**src/rtl/core/prq_pkg.sv**
```systemverilog
// Shared sizes, types and helpers of the priority ready queue.
// Used by every module of the block but prq_ram; depends on nothing.
`timescale 1ns / 1ps

package prq_pkg;

  localparam int NUM_PRIO    = 32;
  localparam int NUM_THREADS = 64;

  localparam int FUNC_W  = 2;
  localparam int TID_FW  = 6;
  localparam int PRIO_FW = 5;

  localparam int TID_W = (NUM_THREADS > 1) ? $clog2(NUM_THREADS) : 1;
  localparam int LVL_W = (NUM_PRIO > 1) ? $clog2(NUM_PRIO) : 1;

  localparam int FLS_GROUPS = (NUM_PRIO + 7) / 8;
  localparam int FLS_GW     = (FLS_GROUPS > 1) ? $clog2(FLS_GROUPS) : 1;

  typedef logic [TID_W-1:0]    tid_t;
  typedef logic [LVL_W-1:0]    lvl_t;
  typedef logic [NUM_PRIO-1:0] map_t;

  typedef enum logic [FUNC_W-1:0] {
    OP_ADD_HEAD,
    OP_ADD_TAIL,
    OP_REMOVE
  } op_t;

  typedef struct packed {
    lvl_t prio;
    logic head_we;
    tid_t head_d;
    logic tail_we;
    tid_t tail_d;
  } list_wr_t;

  function automatic tid_t to_tid(logic [TID_FW-1:0] v);
    return tid_t'(v);
  endfunction

  function automatic lvl_t to_lvl(logic [PRIO_FW-1:0] v);
    return lvl_t'(v);
  endfunction

endpackage

```
**src/rtl/core/priority_ready_queue_unit.sv**
```systemverilog
// Priority ready queue: per-level thread lists, level bitmap and cached top level.
// A request is held in the request register, then its result in the result register; one request
// per cycle is sustained while results are taken.
// Synchronous reset clears the bitmap, the top level and all valid flags; the list
// and link tables are not cleared and need no clearing pass.
// Depends on prq_pkg, prq_ram, prq_fls and prq_list_table.
`timescale 1ns / 1ps

module priority_ready_queue_unit (
  input  logic                        clk,
  input  logic                        rst_n,
  input  logic                        in_valid,
  output logic                        in_ready,
  input  logic [prq_pkg::FUNC_W-1:0]  in_func,
  input  logic [prq_pkg::TID_FW-1:0]  in_thread_id,
  input  logic [prq_pkg::PRIO_FW-1:0] in_prio,
  output logic                        out_valid,
  input  logic                        out_ready,
  output logic                        out_ready_valid,
  output logic [prq_pkg::PRIO_FW-1:0] out_top_prio,
  output logic [prq_pkg::TID_FW-1:0]  out_chosen_thread
);
  import prq_pkg::*;

  logic in_fire;
  logic s1_fire;

  logic                s1_valid_r;
  logic [FUNC_W-1:0]   s1_func_r;
  logic [TID_FW-1:0]   s1_tid_raw_r;
  logic [PRIO_FW-1:0]  s1_prio_raw_r;

  logic                out_valid_r;
  logic                out_rv_r;
  logic [PRIO_FW-1:0]  out_prio_r;
  logic [TID_FW-1:0]   out_tid_r;

  map_t bitmap_r, bitmap_nxt;
  logic top_valid_r, top_valid_nxt;
  lvl_t top_level_r, top_level_nxt;

  logic lw_next_vld_r;
  tid_t lw_next_addr_r, lw_next_data_r;
  logic lw_prev_vld_r;
  tid_t lw_prev_addr_r, lw_prev_data_r;

  tid_t     t;
  lvl_t     p;
  logic     s1_ok;
  logic     bit_p;
  map_t     onehot_p;
  map_t     clr_map;
  logic     fls_any;
  lvl_t     fls_idx;
  tid_t     next_rdata, prev_rdata;
  tid_t     next_t, prev_t;
  tid_t     head_p, tail_p, head_top;
  logic     is_head, is_tail;
  list_wr_t lt_wr;
  logic     next_we, prev_we;
  tid_t     next_waddr, next_wdata, prev_waddr, prev_wdata;
  tid_t     chosen;

  assign s1_fire  = s1_valid_r && (!out_valid_r || out_ready);
  assign in_ready = !s1_valid_r || s1_fire;
  assign in_fire  = in_valid && in_ready;

  prq_ram #(.WIDTH(TID_W), .DEPTH(NUM_THREADS)) u_next_ram (
    .clk   (clk),
    .we    (next_we),
    .waddr (next_waddr),
    .wdata (next_wdata),
    .re    (in_fire),
    .raddr (to_tid(in_thread_id)),
    .rdata (next_rdata)
  );

  prq_ram #(.WIDTH(TID_W), .DEPTH(NUM_THREADS)) u_prev_ram (
    .clk   (clk),
    .we    (prev_we),
    .waddr (prev_waddr),
    .wdata (prev_wdata),
    .re    (in_fire),
    .raddr (to_tid(in_thread_id)),
    .rdata (prev_rdata)
  );

  prq_list_table u_list_table (
    .clk          (clk),
    .wr           (lt_wr),
    .rd_prio      (p),
    .rd_top       (top_level_nxt),
    .head_at_prio (head_p),
    .tail_at_prio (tail_p),
    .head_at_top  (head_top)
  );

  prq_fls u_fls (
    .bits (clr_map),
    .any  (fls_any),
    .idx  (fls_idx)
  );

  assign t        = to_tid(s1_tid_raw_r);
  assign p        = to_lvl(s1_prio_raw_r);
  assign s1_ok    = (int'(s1_tid_raw_r) < NUM_THREADS) && (int'(s1_prio_raw_r) < NUM_PRIO);
  assign onehot_p = map_t'(1) << p;
  assign bit_p    = s1_ok && ((bitmap_r & onehot_p) != '0);
  assign clr_map  = bitmap_r & ~onehot_p;
  assign is_head  = (head_p == t);
  assign is_tail  = (tail_p == t);

  // A link written by the previous request is not yet visible in the RAM read data.
  assign next_t = (lw_next_vld_r && lw_next_addr_r == t) ? lw_next_data_r : next_rdata;
  assign prev_t = (lw_prev_vld_r && lw_prev_addr_r == t) ? lw_prev_data_r : prev_rdata;

  always_comb begin
    bitmap_nxt    = bitmap_r;
    top_valid_nxt = top_valid_r;
    top_level_nxt = top_level_r;
    lt_wr         = '0;
    lt_wr.prio    = p;
    lt_wr.head_d  = t;
    lt_wr.tail_d  = t;
    next_we       = 1'b0;
    next_waddr    = t;
    next_wdata    = t;
    prev_we       = 1'b0;
    prev_waddr    = t;
    prev_wdata    = t;

    if (s1_ok) begin
      unique case (s1_func_r) inside
        OP_ADD_HEAD, OP_ADD_TAIL: begin
          if (!bit_p) begin
            lt_wr.head_we = 1'b1;
            lt_wr.tail_we = 1'b1;
            bitmap_nxt    = bitmap_r | onehot_p;
            if (!top_valid_r || top_level_r < p) begin
              top_level_nxt = p;
              top_valid_nxt = 1'b1;
            end
          end else if (s1_func_r == OP_ADD_TAIL) begin
            next_we       = 1'b1;
            next_waddr    = tail_p;
            prev_we       = 1'b1;
            prev_wdata    = tail_p;
            lt_wr.tail_we = 1'b1;
          end else begin
            prev_we       = 1'b1;
            prev_waddr    = head_p;
            next_we       = 1'b1;
            next_wdata    = head_p;
            lt_wr.head_we = 1'b1;
          end
        end
        OP_REMOVE: begin
          if (bit_p) begin
            if (is_head && is_tail) begin
              bitmap_nxt    = clr_map;
              top_valid_nxt = fls_any;
              top_level_nxt = fls_any ? fls_idx : '0;
            end else if (is_head) begin
              lt_wr.head_we = 1'b1;
              lt_wr.head_d  = next_t;
            end else if (is_tail) begin
              lt_wr.tail_we = 1'b1;
              lt_wr.tail_d  = prev_t;
            end else begin
              next_we    = 1'b1;
              next_waddr = prev_t;
              next_wdata = next_t;
              prev_we    = 1'b1;
              prev_waddr = next_t;
              prev_wdata = prev_t;
            end
          end
        end
        default: begin
        end
      endcase
    end

    lt_wr.head_we = lt_wr.head_we && s1_fire;
    lt_wr.tail_we = lt_wr.tail_we && s1_fire;
    next_we       = next_we && s1_fire;
    prev_we       = prev_we && s1_fire;
  end

  assign chosen = (lt_wr.head_we && p == top_level_nxt) ? lt_wr.head_d : head_top;

  always_ff @(posedge clk) begin
    if (!rst_n) begin
      s1_valid_r    <= 1'b0;
      out_valid_r   <= 1'b0;
      bitmap_r      <= '0;
      top_valid_r   <= 1'b0;
      top_level_r   <= '0;
      lw_next_vld_r <= 1'b0;
      lw_prev_vld_r <= 1'b0;
    end else begin
      if (in_fire) begin
        s1_valid_r <= 1'b1;
      end else if (s1_fire) begin
        s1_valid_r <= 1'b0;
      end
      if (s1_fire) begin
        out_valid_r <= 1'b1;
        bitmap_r    <= bitmap_nxt;
        top_valid_r <= top_valid_nxt;
        top_level_r <= top_level_nxt;
      end else if (out_ready) begin
        out_valid_r <= 1'b0;
      end
      if (next_we) begin
        lw_next_vld_r <= 1'b1;
      end
      if (prev_we) begin
        lw_prev_vld_r <= 1'b1;
      end
    end
  end

  always_ff @(posedge clk) begin
    if (in_fire) begin
      s1_func_r     <= in_func;
      s1_tid_raw_r  <= in_thread_id;
      s1_prio_raw_r <= in_prio;
    end
    if (s1_fire) begin
      out_rv_r   <= top_valid_nxt;
      out_prio_r <= top_valid_nxt ? PRIO_FW'(top_level_nxt) : '0;
      out_tid_r  <= top_valid_nxt ? TID_FW'(chosen) : '0;
    end
    if (next_we) begin
      lw_next_addr_r <= next_waddr;
      lw_next_data_r <= next_wdata;
    end
    if (prev_we) begin
      lw_prev_addr_r <= prev_waddr;
      lw_prev_data_r <= prev_wdata;
    end
  end

  assign out_valid         = out_valid_r;
  assign out_ready_valid   = out_rv_r;
  assign out_top_prio      = out_prio_r;
  assign out_chosen_thread = out_tid_r;

endmodule

```
**src/rtl/core/prq_ram.sv**
```systemverilog
// Generic single-write, single-read RAM with a registered read port.
// Read-before-write on an address collision; depends on nothing.
`timescale 1ns / 1ps

module prq_ram #(
  parameter int WIDTH = 8,
  parameter int DEPTH = 16
) (
  input  logic                     clk,
  input  logic                     we,
  input  logic [$clog2(DEPTH)-1:0] waddr,
  input  logic [WIDTH-1:0]         wdata,
  input  logic                     re,
  input  logic [$clog2(DEPTH)-1:0] raddr,
  output logic [WIDTH-1:0]         rdata
);

  logic [WIDTH-1:0] mem [DEPTH];

  always_ff @(posedge clk) begin
    if (we) begin
      mem[waddr] <= wdata;
    end
    if (re) begin
      rdata <= mem[raddr];
    end
  end

endmodule

```
**src/rtl/core/prq_fls.sv**
```systemverilog
// Find-last-set over the level bitmap, in groups of eight bits.
// Depends on prq_pkg.
`timescale 1ns / 1ps

module prq_fls (
  input  prq_pkg::map_t bits,
  output logic          any,
  output prq_pkg::lvl_t idx
);
  import prq_pkg::*;

  logic [FLS_GROUPS*8-1:0] padded;
  logic [FLS_GROUPS-1:0]   grp_any;
  logic [FLS_GW-1:0]       sel_g;
  logic [7:0]              grp_bits;
  logic [2:0]              sel_b;

  always_comb begin
    padded = (FLS_GROUPS*8)'(bits);
    for (int g = 0; g < FLS_GROUPS; g++) begin
      grp_any[g] = |padded[g*8 +: 8];
    end
    sel_g = '0;
    for (int g = 0; g < FLS_GROUPS; g++) begin
      if (grp_any[g]) begin
        sel_g = FLS_GW'(g);
      end
    end
    grp_bits = padded[sel_g*8 +: 8];
    sel_b = '0;
    for (int b = 0; b < 8; b++) begin
      if (grp_bits[b]) begin
        sel_b = 3'(b);
      end
    end
    any = |bits;
    idx = LVL_W'({sel_g, sel_b});
  end

endmodule

```
**src/rtl/core/prq_list_table.sv**
```systemverilog
// Head and tail entry of every level's list, held in flip-flops.
// The head is kept twice so that each copy has a single read port. Depends on prq_pkg.
`timescale 1ns / 1ps

module prq_list_table (
  input  logic              clk,
  input  prq_pkg::list_wr_t wr,
  input  prq_pkg::lvl_t     rd_prio,
  input  prq_pkg::lvl_t     rd_top,
  output prq_pkg::tid_t     head_at_prio,
  output prq_pkg::tid_t     tail_at_prio,
  output prq_pkg::tid_t     head_at_top
);
  import prq_pkg::*;

  tid_t head_a_r [NUM_PRIO];
  tid_t head_b_r [NUM_PRIO];
  tid_t tail_r   [NUM_PRIO];

  always_ff @(posedge clk) begin
    if (wr.head_we) begin
      head_a_r[wr.prio] <= wr.head_d;
      head_b_r[wr.prio] <= wr.head_d;
    end
    if (wr.tail_we) begin
      tail_r[wr.prio] <= wr.tail_d;
    end
  end

  assign head_at_prio = head_a_r[rd_prio];
  assign tail_at_prio = tail_r[rd_prio];
  assign head_at_top  = head_b_r[rd_top];

endmodule

```
**config.mk**
```make
export PLATFORM = sky130hd
export DESIGN_NAME = priority_ready_queue_unit
export DESIGN_NICKNAME = d
export VERILOG_FILES = /design/src/rtl/core/prq_pkg.sv /design/src/rtl/core/priority_ready_queue_unit.sv /design/src/rtl/core/prq_ram.sv /design/src/rtl/core/prq_fls.sv /design/src/rtl/core/prq_list_table.sv
export SDC_FILE = /design/constraint.sdc
export NUM_CORES = 1
export LEC_CHECK = 0
export BUFFER_PORTS_ARGS = -buffer_cell sky130_fd_sc_hd__buf_4
export CORE_MARGIN = 3
export CORE_UTILIZATION = 55
export CTS_BUF_LIST = sky130_fd_sc_hd__clkbuf_8
export CTS_CLUSTER_DIAMETER = 80
export DETAILED_ROUTE_END_ITERATION = 12
export PLACE_DENSITY = 0.76
export SYNTH_ARGS = -nofsm -noshare
export SYNTH_HDL_FRONTEND = slang
export SYNTH_HIERARCHICAL = 1
export SYNTH_SLANG_ARGS = --single-unit
```
**constraint.sdc**
```tcl
create_clock -name clk -period 5.5 [get_ports clk]
set_input_delay 0.275 -clock clk [delete_from_list [all_inputs] [get_ports clk]]
set_output_delay 0.275 -clock clk [all_outputs]
set_load 0.02 [all_outputs]
```
==> results of run 1 <==
-- kinds of logic (layout without fill, tap and decap cells) --
group / after synthesis / in the layout / synth area share (%)
other: 0 / 6 / 0
AOI/OAI and AO/OA: 453 / 453 / 6.183
xor gates and xnor gates: 29 / 29 / 0.4805
muxes: 515 / 515 / 15.76
DFF: 1242 / 1242 / 69.79
buffers and inverters: 208 / 592 / 2.067
adders and majority gates: 4 / 4 / 0.09469
and+or+nand+nor: 589 / 589 / 5.627
-- final timing paths --
path                                              end  cells past startpoint
worst max-delay path            u_prev_ram/mem[35][0]                     17
worst min-delay path                  s1_tid_raw_r[0]                      1
worst max register to register  u_prev_ram/mem[35][0]                     17
worst min register to register          lw_prev_vld_r                      2
-- per-layer routing --
metal,GRT usage [%],up-vias
met1,34.65,15590
met2,40.44,1831
li1,-,12910
met5,0,-
met4,10.47,2
met3,4.935,367
-- layout make-up --
type                    count  area (um2)  area share (%)
clock buffers             194        2670           4.513
diodes                      6       15.01         0.02538
well taps                1265        1583           2.675
repair buffers            234        2047           3.460
clock inverters           152       883.3           1.493
flip-flops and latches   1242       36890           62.35
multi-input cells        1590       15030           25.41
inverters                  12       45.04         0.07614
-- flip-flops by register name, indices dropped and copies added (netlist names), named ones only --
register               count
lw_prev_addr_r             6
lw_prev_data_r             6
lw_prev_vld_r              1
out_chosen_thread          6
out_ready_valid            1
out_top_prio               5
out_valid                  1
p                          5
s1_func_r                  2
s1_tid_raw_r               6
s1_valid_r                 1
top_level_r                5
top_valid_r                1
u_list_table/head_b_r    192
u_list_table/tail_r      192
u_next_ram/mem           384
u_next_ram/rdata           6
u_prev_ram/mem           384
u_prev_ram/rdata           6
-- metrics by stage --
stage          power [mW]  setup TNS [ps]
6_report            19.02               0
5_1_grt             19.66          -219.6
4_1_cts             19.15               0
3_5_place_dp        12.07               0
3_3_place_gp        12.03               0
2_1_floorplan       11.60               0
-- cell usage after synthesis, drive strengths merged, types with 13 or more instances --
| library cell | n |
|---|---|
| a211oi | 16 |
| a21boi | 34 |
| a21oi | 117 |
| a22oi | 67 |
| a311oi | 33 |
| and2 | 16 |
| buf | 92 |
| clkbuf | 104 |
| dfxtp | 41 |
| edfxtp | 1201 |
| mux2 | 29 |
| mux2i | 239 |
| mux4 | 247 |
| nand2 | 97 |
| nand2b | 26 |
| nand3 | 83 |
| nand3b | 15 |
| nand4 | 23 |
| nor2 | 224 |
| nor2b | 21 |
| nor3 | 22 |
| o21ai | 48 |
| o221ai | 18 |
| o22a | 13 |
| o22ai | 26 |
| xor2 | 18 |
-- power breakdown --
group	internal, mW	switching [mW]	leakage (nW)	total [mW]
registers	10.5	0.0283	11.2	10.5
clock network	3.59	3.52	2.01	7.12
logic	0.518	0.881	6.22	1.40
total	14.6	4.43	19.4	19.0
-- worst max-delay path, cell delays in order, from the launching register on --
cell,delay (ps)
edfxtp_1,510
buf_4,190
or2_2,470
a21oi_1,260
nand3_1,160
nand4_1,250
xor2_1,180
nor4_1,60
buf_4,130
and2_1,180
nand2b_1,180
nor2_2,320
buf_4,220
a21oi_1,70
a221o_2,450
nor2b_1,210
nand3_1,580
nor2_2,590
-- cells in the final DEF (no fill, tap or decap), types with 9 or more instances in the layout --
cell,count
edfxtp_1,1201
mux2i_1,239
mux4_2,235
nor2_1,205
buf_4,196
clkbuf_8,194
a21oi_1,115
nand2_1,95
nand3_1,82
inv_1,66
a22oi_1,65
clkinv_1,55
dfxtp_1,41
a21boi_0,31
a311oi_1,30
mux2_2,28
o22ai_1,26
nand2b_1,25
nand4_1,22
nor3_1,20
clkinv_2,20
nor2b_1,19
o21ai_1,19
xor2_1,18
o221ai_1,18
dlygate4sd3_1,17
buf_12,17
o21ai_0,16
nor2_2,16
a211oi_1,15
nand3b_1,15
o22a_1,13
a221o_2,12
o21ai_2,12
mux4_1,12
and2_1,11
xnor2_1,11
a22o_1,9
-- timing repair --
item	CTS	global route
pin swaps	0	2
hold buffers	17	0
endpoints found under the hold margin	21	0
buffers inserted	0	8
cloned	0	0
endpoints found under the setup margin	3	450
gates resized for setup	1	25
==> qor.yml, run 1 <==
synth.net_count: 3061
rows: 113
critPathCaptureType: "flip-flop"
cts-root-buf: "clkbuf_8"
grt_pass1_vias: 30930
cp.required_ps: 6010
cts.clk_slew.worst_paths_ps: 60
dp_slack_ps: 30.62
maxSlewViolCount: 0
topRoutingLayerUsed: "met5"
placed_area_um2: 55290
vias_per_cell: 6.538
dr.pass1.iters: 6
coreArea_um2: 95150
max-cap-violations: 0
h-tree-depth: 4
crit_type: "reg2reg"
setup_viol: 0
postRouteAntennaNets: 0
die_w_um: 316
fin_crit_ps: 5377
overflow: 0
async_flop_share_pct: 0
syn_inst: 3040
initial_utilization_pct: 55.55
fmax_mhz: 186.0
post-route-util_pct: 62.17
hpwlAfterDp_mm: 79.96
cellLeakagePower_nw: 19.40
wl_met2_mm: 61.46
synth.area.top_cells: "edfxtp_1 (68%), mux4_2 (10%), mux2i_1 (4.5%)"
cts.sinks: 1242
power-per-cell-area_nw_per_um2: 321.6
dp_cells: 4318
rsz0062_at_grt: "yes"
wire_per_inst_um: 26.81
die_area_um2: 99860
fin_area_um2: 59160
drive_gt1_share_pct: 23.80
hold_violations: 0
finalWorstSetupSlack_ps: 123.0
wl_met3_mm: 11.70
place.gp.congestion: 0.9159
r2r_start: "p[3]"
final_nets: 3289
grt_antenna_before_repair: 5
hold_path.class: "in2reg"
area_growth_syn_to_layout_pct: 11.93
worstHoldStart: "in_thread_id[0]"
avgSynthCellArea_um2: 17.39
yosysSeqAreaShare_pct: 69.79
post-route-drc-count: 0
grt_max_degree: 93
wl_met1_mm: 47.71
ir_worst_vdd_uv: 296.1
skew_ps: 38.96
die_h_um: 316
yosysWarnings: 6
top_level_ports: 31
fillerInstances: 6616
arrival_ps: 5880
tightest_slew_ps: 1119
holdWs_ps: 133.4
min_period_over_period_pct: 97.76
ys.flop_type: "edfxtp_1"
netlist.area_leader.share_pct: 68.23
slew_headroom_pct: 25.27
cts_tree: "yes"
route.vias.total: 30690
synth_edf_count: 1201
grt_usage_pct: 25.34
drt_iter0_markers: 4039
instances_no_fill: 4695
portBuffers: 30
clkLatencyLatePin_ps: 860
routed_wl_mm: 125.9
numCtsBuffers: 188
status: "completed"
clockBufferDepth: 3
crit_path_start_kind: "flip-flop"
cp-startpoint: "p[3]"
ys_ff_latch: 1242
grt_pass1_wl_mm: 190.0
synth_top_area_cell: "edfxtp_1"
rrSetupSlack_ps: 120
synth_cell_types: 101
cp_max_fo: 12
syn-cell-area_um2: 52850
No activity file was read; power rests on OpenSTA's default activity.
==> run 2, diff against run 1 <==
Settings changed: REMOVE_ABC_BUFFERS set to 1.
==> qor.yml, run 2 (synthesis gave the netlist of run 1 again) <==
status: "completed"
area_growth_syn_to_layout_pct: 12.06
cts.sinks: 1242
rows: 113
initial_utilization_pct: 55.55
postRouteAntennaNets: 0
die_area_um2: 99860
instances_no_fill: 4672
critPathCaptureType: "flip-flop"
fin_crit_ps: 5382
overflow: 0
grt_max_degree: 89
post-route-drc-count: 0
drive_gt1_share_pct: 23.64
coreArea_um2: 95150
clockBufferDepth: 3
hpwlAfterDp_mm: 81.25
final_nets: 3269
arrival_ps: 5860
fmax_mhz: 185.8
max-cap-violations: 0
die_h_um: 316
hold_depth: 2
r2r_start: "p[2]"
setup_viol: 0
finalWorstSetupSlack_ps: 118.4
reg2reg_depth: 18
h-tree-depth: 4
grt_pass1_wl_mm: 192.9
grt_antenna_before_repair: 4
cts.clk_slew.worst_paths_ps: 70
die_w_um: 316
drt_iter0_markers: 3673
cellLeakagePower_nw: 19.40
fillerInstances: 6472
tightest_slew_ps: 1113
post-route-util_pct: 62.25
crit_path_start_kind: "flip-flop"
clkLatencyLatePin_ps: 890
cp-endpoint: "u_next_ram/mem[47][4]"
numCtsBuffers: 188
tns_ps: 0
grt_pass1_vias: 30740
top_regs: "u_next_ram/mem: 384 flops, u_prev_ram/mem: 384 flops"
layout_common_cells: "edfxtp_1 (1201), mux2i_1 (239), mux4_2 (235), nor2_1 (202), clkbuf_8 (198)"
place.gp.congestion: 0.9063
routed_wl_mm: 130.1
dr.pass1.iters: 8
power-per-cell-area_nw_per_um2: 323.5
route.vias.total: 30470
rsz0062_at_grt: "yes"
wire_per_inst_um: 27.85
portBuffers: 30
crit_type: "reg2reg"
grt_usage_pct: 25.92
dp_slack_ps: 35.65
ir_worst_vdd_uv: 287.3
cts-root-buf: "clkbuf_8"
maxSlewViolCount: 0
hold_violations: 0
cts_tree: "yes"
min_period_over_period_pct: 97.85
cp-startpoint: "p[2]"
cp.required_ps: 5980
dp_cells: 4282
top_level_ports: 31
vias_per_cell: 6.522
cp_max_fo: 48
hold_path.class: "in2reg"
r2r-end: "u_next_ram/mem[47][4]"
layout_commonest_cell: "edfxtp_1"
skew_ps: 60.25
rrSetupSlack_ps: 120
slew_headroom_pct: 25.83
## run 2: how the worst min path moves through the flow
stage                         endpoint  slack, ps        from
after floorplan                   p[0]        370  in_prio[0]
after global placement            p[0]        460  in_prio[0]
after detailed placement          p[0]        460  in_prio[0]
after CTS                 s1_func_r[1]         50  in_func[1]
after global routing      s1_func_r[1]        120  in_func[1]
final                     s1_func_r[1]        150  in_func[1]
## run 2: routing by layer
| layer | up-vias | track usage (%) | wire [um] |
|---|---|---|---|
| li1 | 12850 | - | - |
| met2 | 1738 | 41.59 | 63500 |
| met1 | 15590 | 35.06 | 50030 |
| met4 | 0 | 9.886 | 4408 |
| met5 | - | 0 | 0 |
| met3 | 301 | 5.794 | 12190 |
## run 2: report_power, final
| part | total [mW] | switching (mW) | internal [mW] |
|---|---|---|---|
| clock | 7.21 | 3.52 | 3.69 |
| sequential | 10.5 | 0.0325 | 10.5 |
| combinational | 1.44 | 0.908 | 0.536 |
| total | 19.2 | 4.46 | 14.7 |
## run 2: repair_timing
| action | CTS | global route |
|---|---|---|
| buffers inserted | 0 | 19 |
| gates resized for setup | 0 | 31 |
| hold endpoints to repair | 20 | 0 |
| hold buffers | 17 | 0 |
| endpoints found under the setup margin | 0 | 290 |
## run 2: worst max-delay path: stages, from the launching register on
cell	delay [ps]
edfxtp_1	430
buf_12	190
nor2_4	140
buf_12	310
a22oi_1	180
nand3_1	170
nand4_1	240
xor2_1	220
nor4_2	390
buf_4	170
and2_1	180
nand2b_1	150
nor2_1	100
buf_4	180
a21oi_1	120
a221o_2	180
buf_4	180
nand4_1	640
nor2_1	780
## run 2: through the flow
step           area (um2)  hold slack (ps)  power (mW)
6_report            59230            152.2       19.16
5_1_grt             59220            119.2       19.82
4_1_cts             58840            49.00       19.24
3_5_place_dp        55080            457.0       12.08
3_3_place_gp        55080            458.3       12.04
2_1_floorplan       51810            373.9       11.53
## run 2: layout make-up
class / count / area [um2] / area share, %
flip-flops and latches: 1242 / 36890 / 62.28
inverters: 12 / 45.04 / 0.07605
well taps: 1265 / 1583 / 2.672
clock buffers: 198 / 2725 / 4.601
repair buffers: 214 / 2067 / 3.490
diodes: 6 / 15.01 / 0.02535
clock inverters: 145 / 864.6 / 1.460
multi-input cells: 1590 / 15040 / 25.40
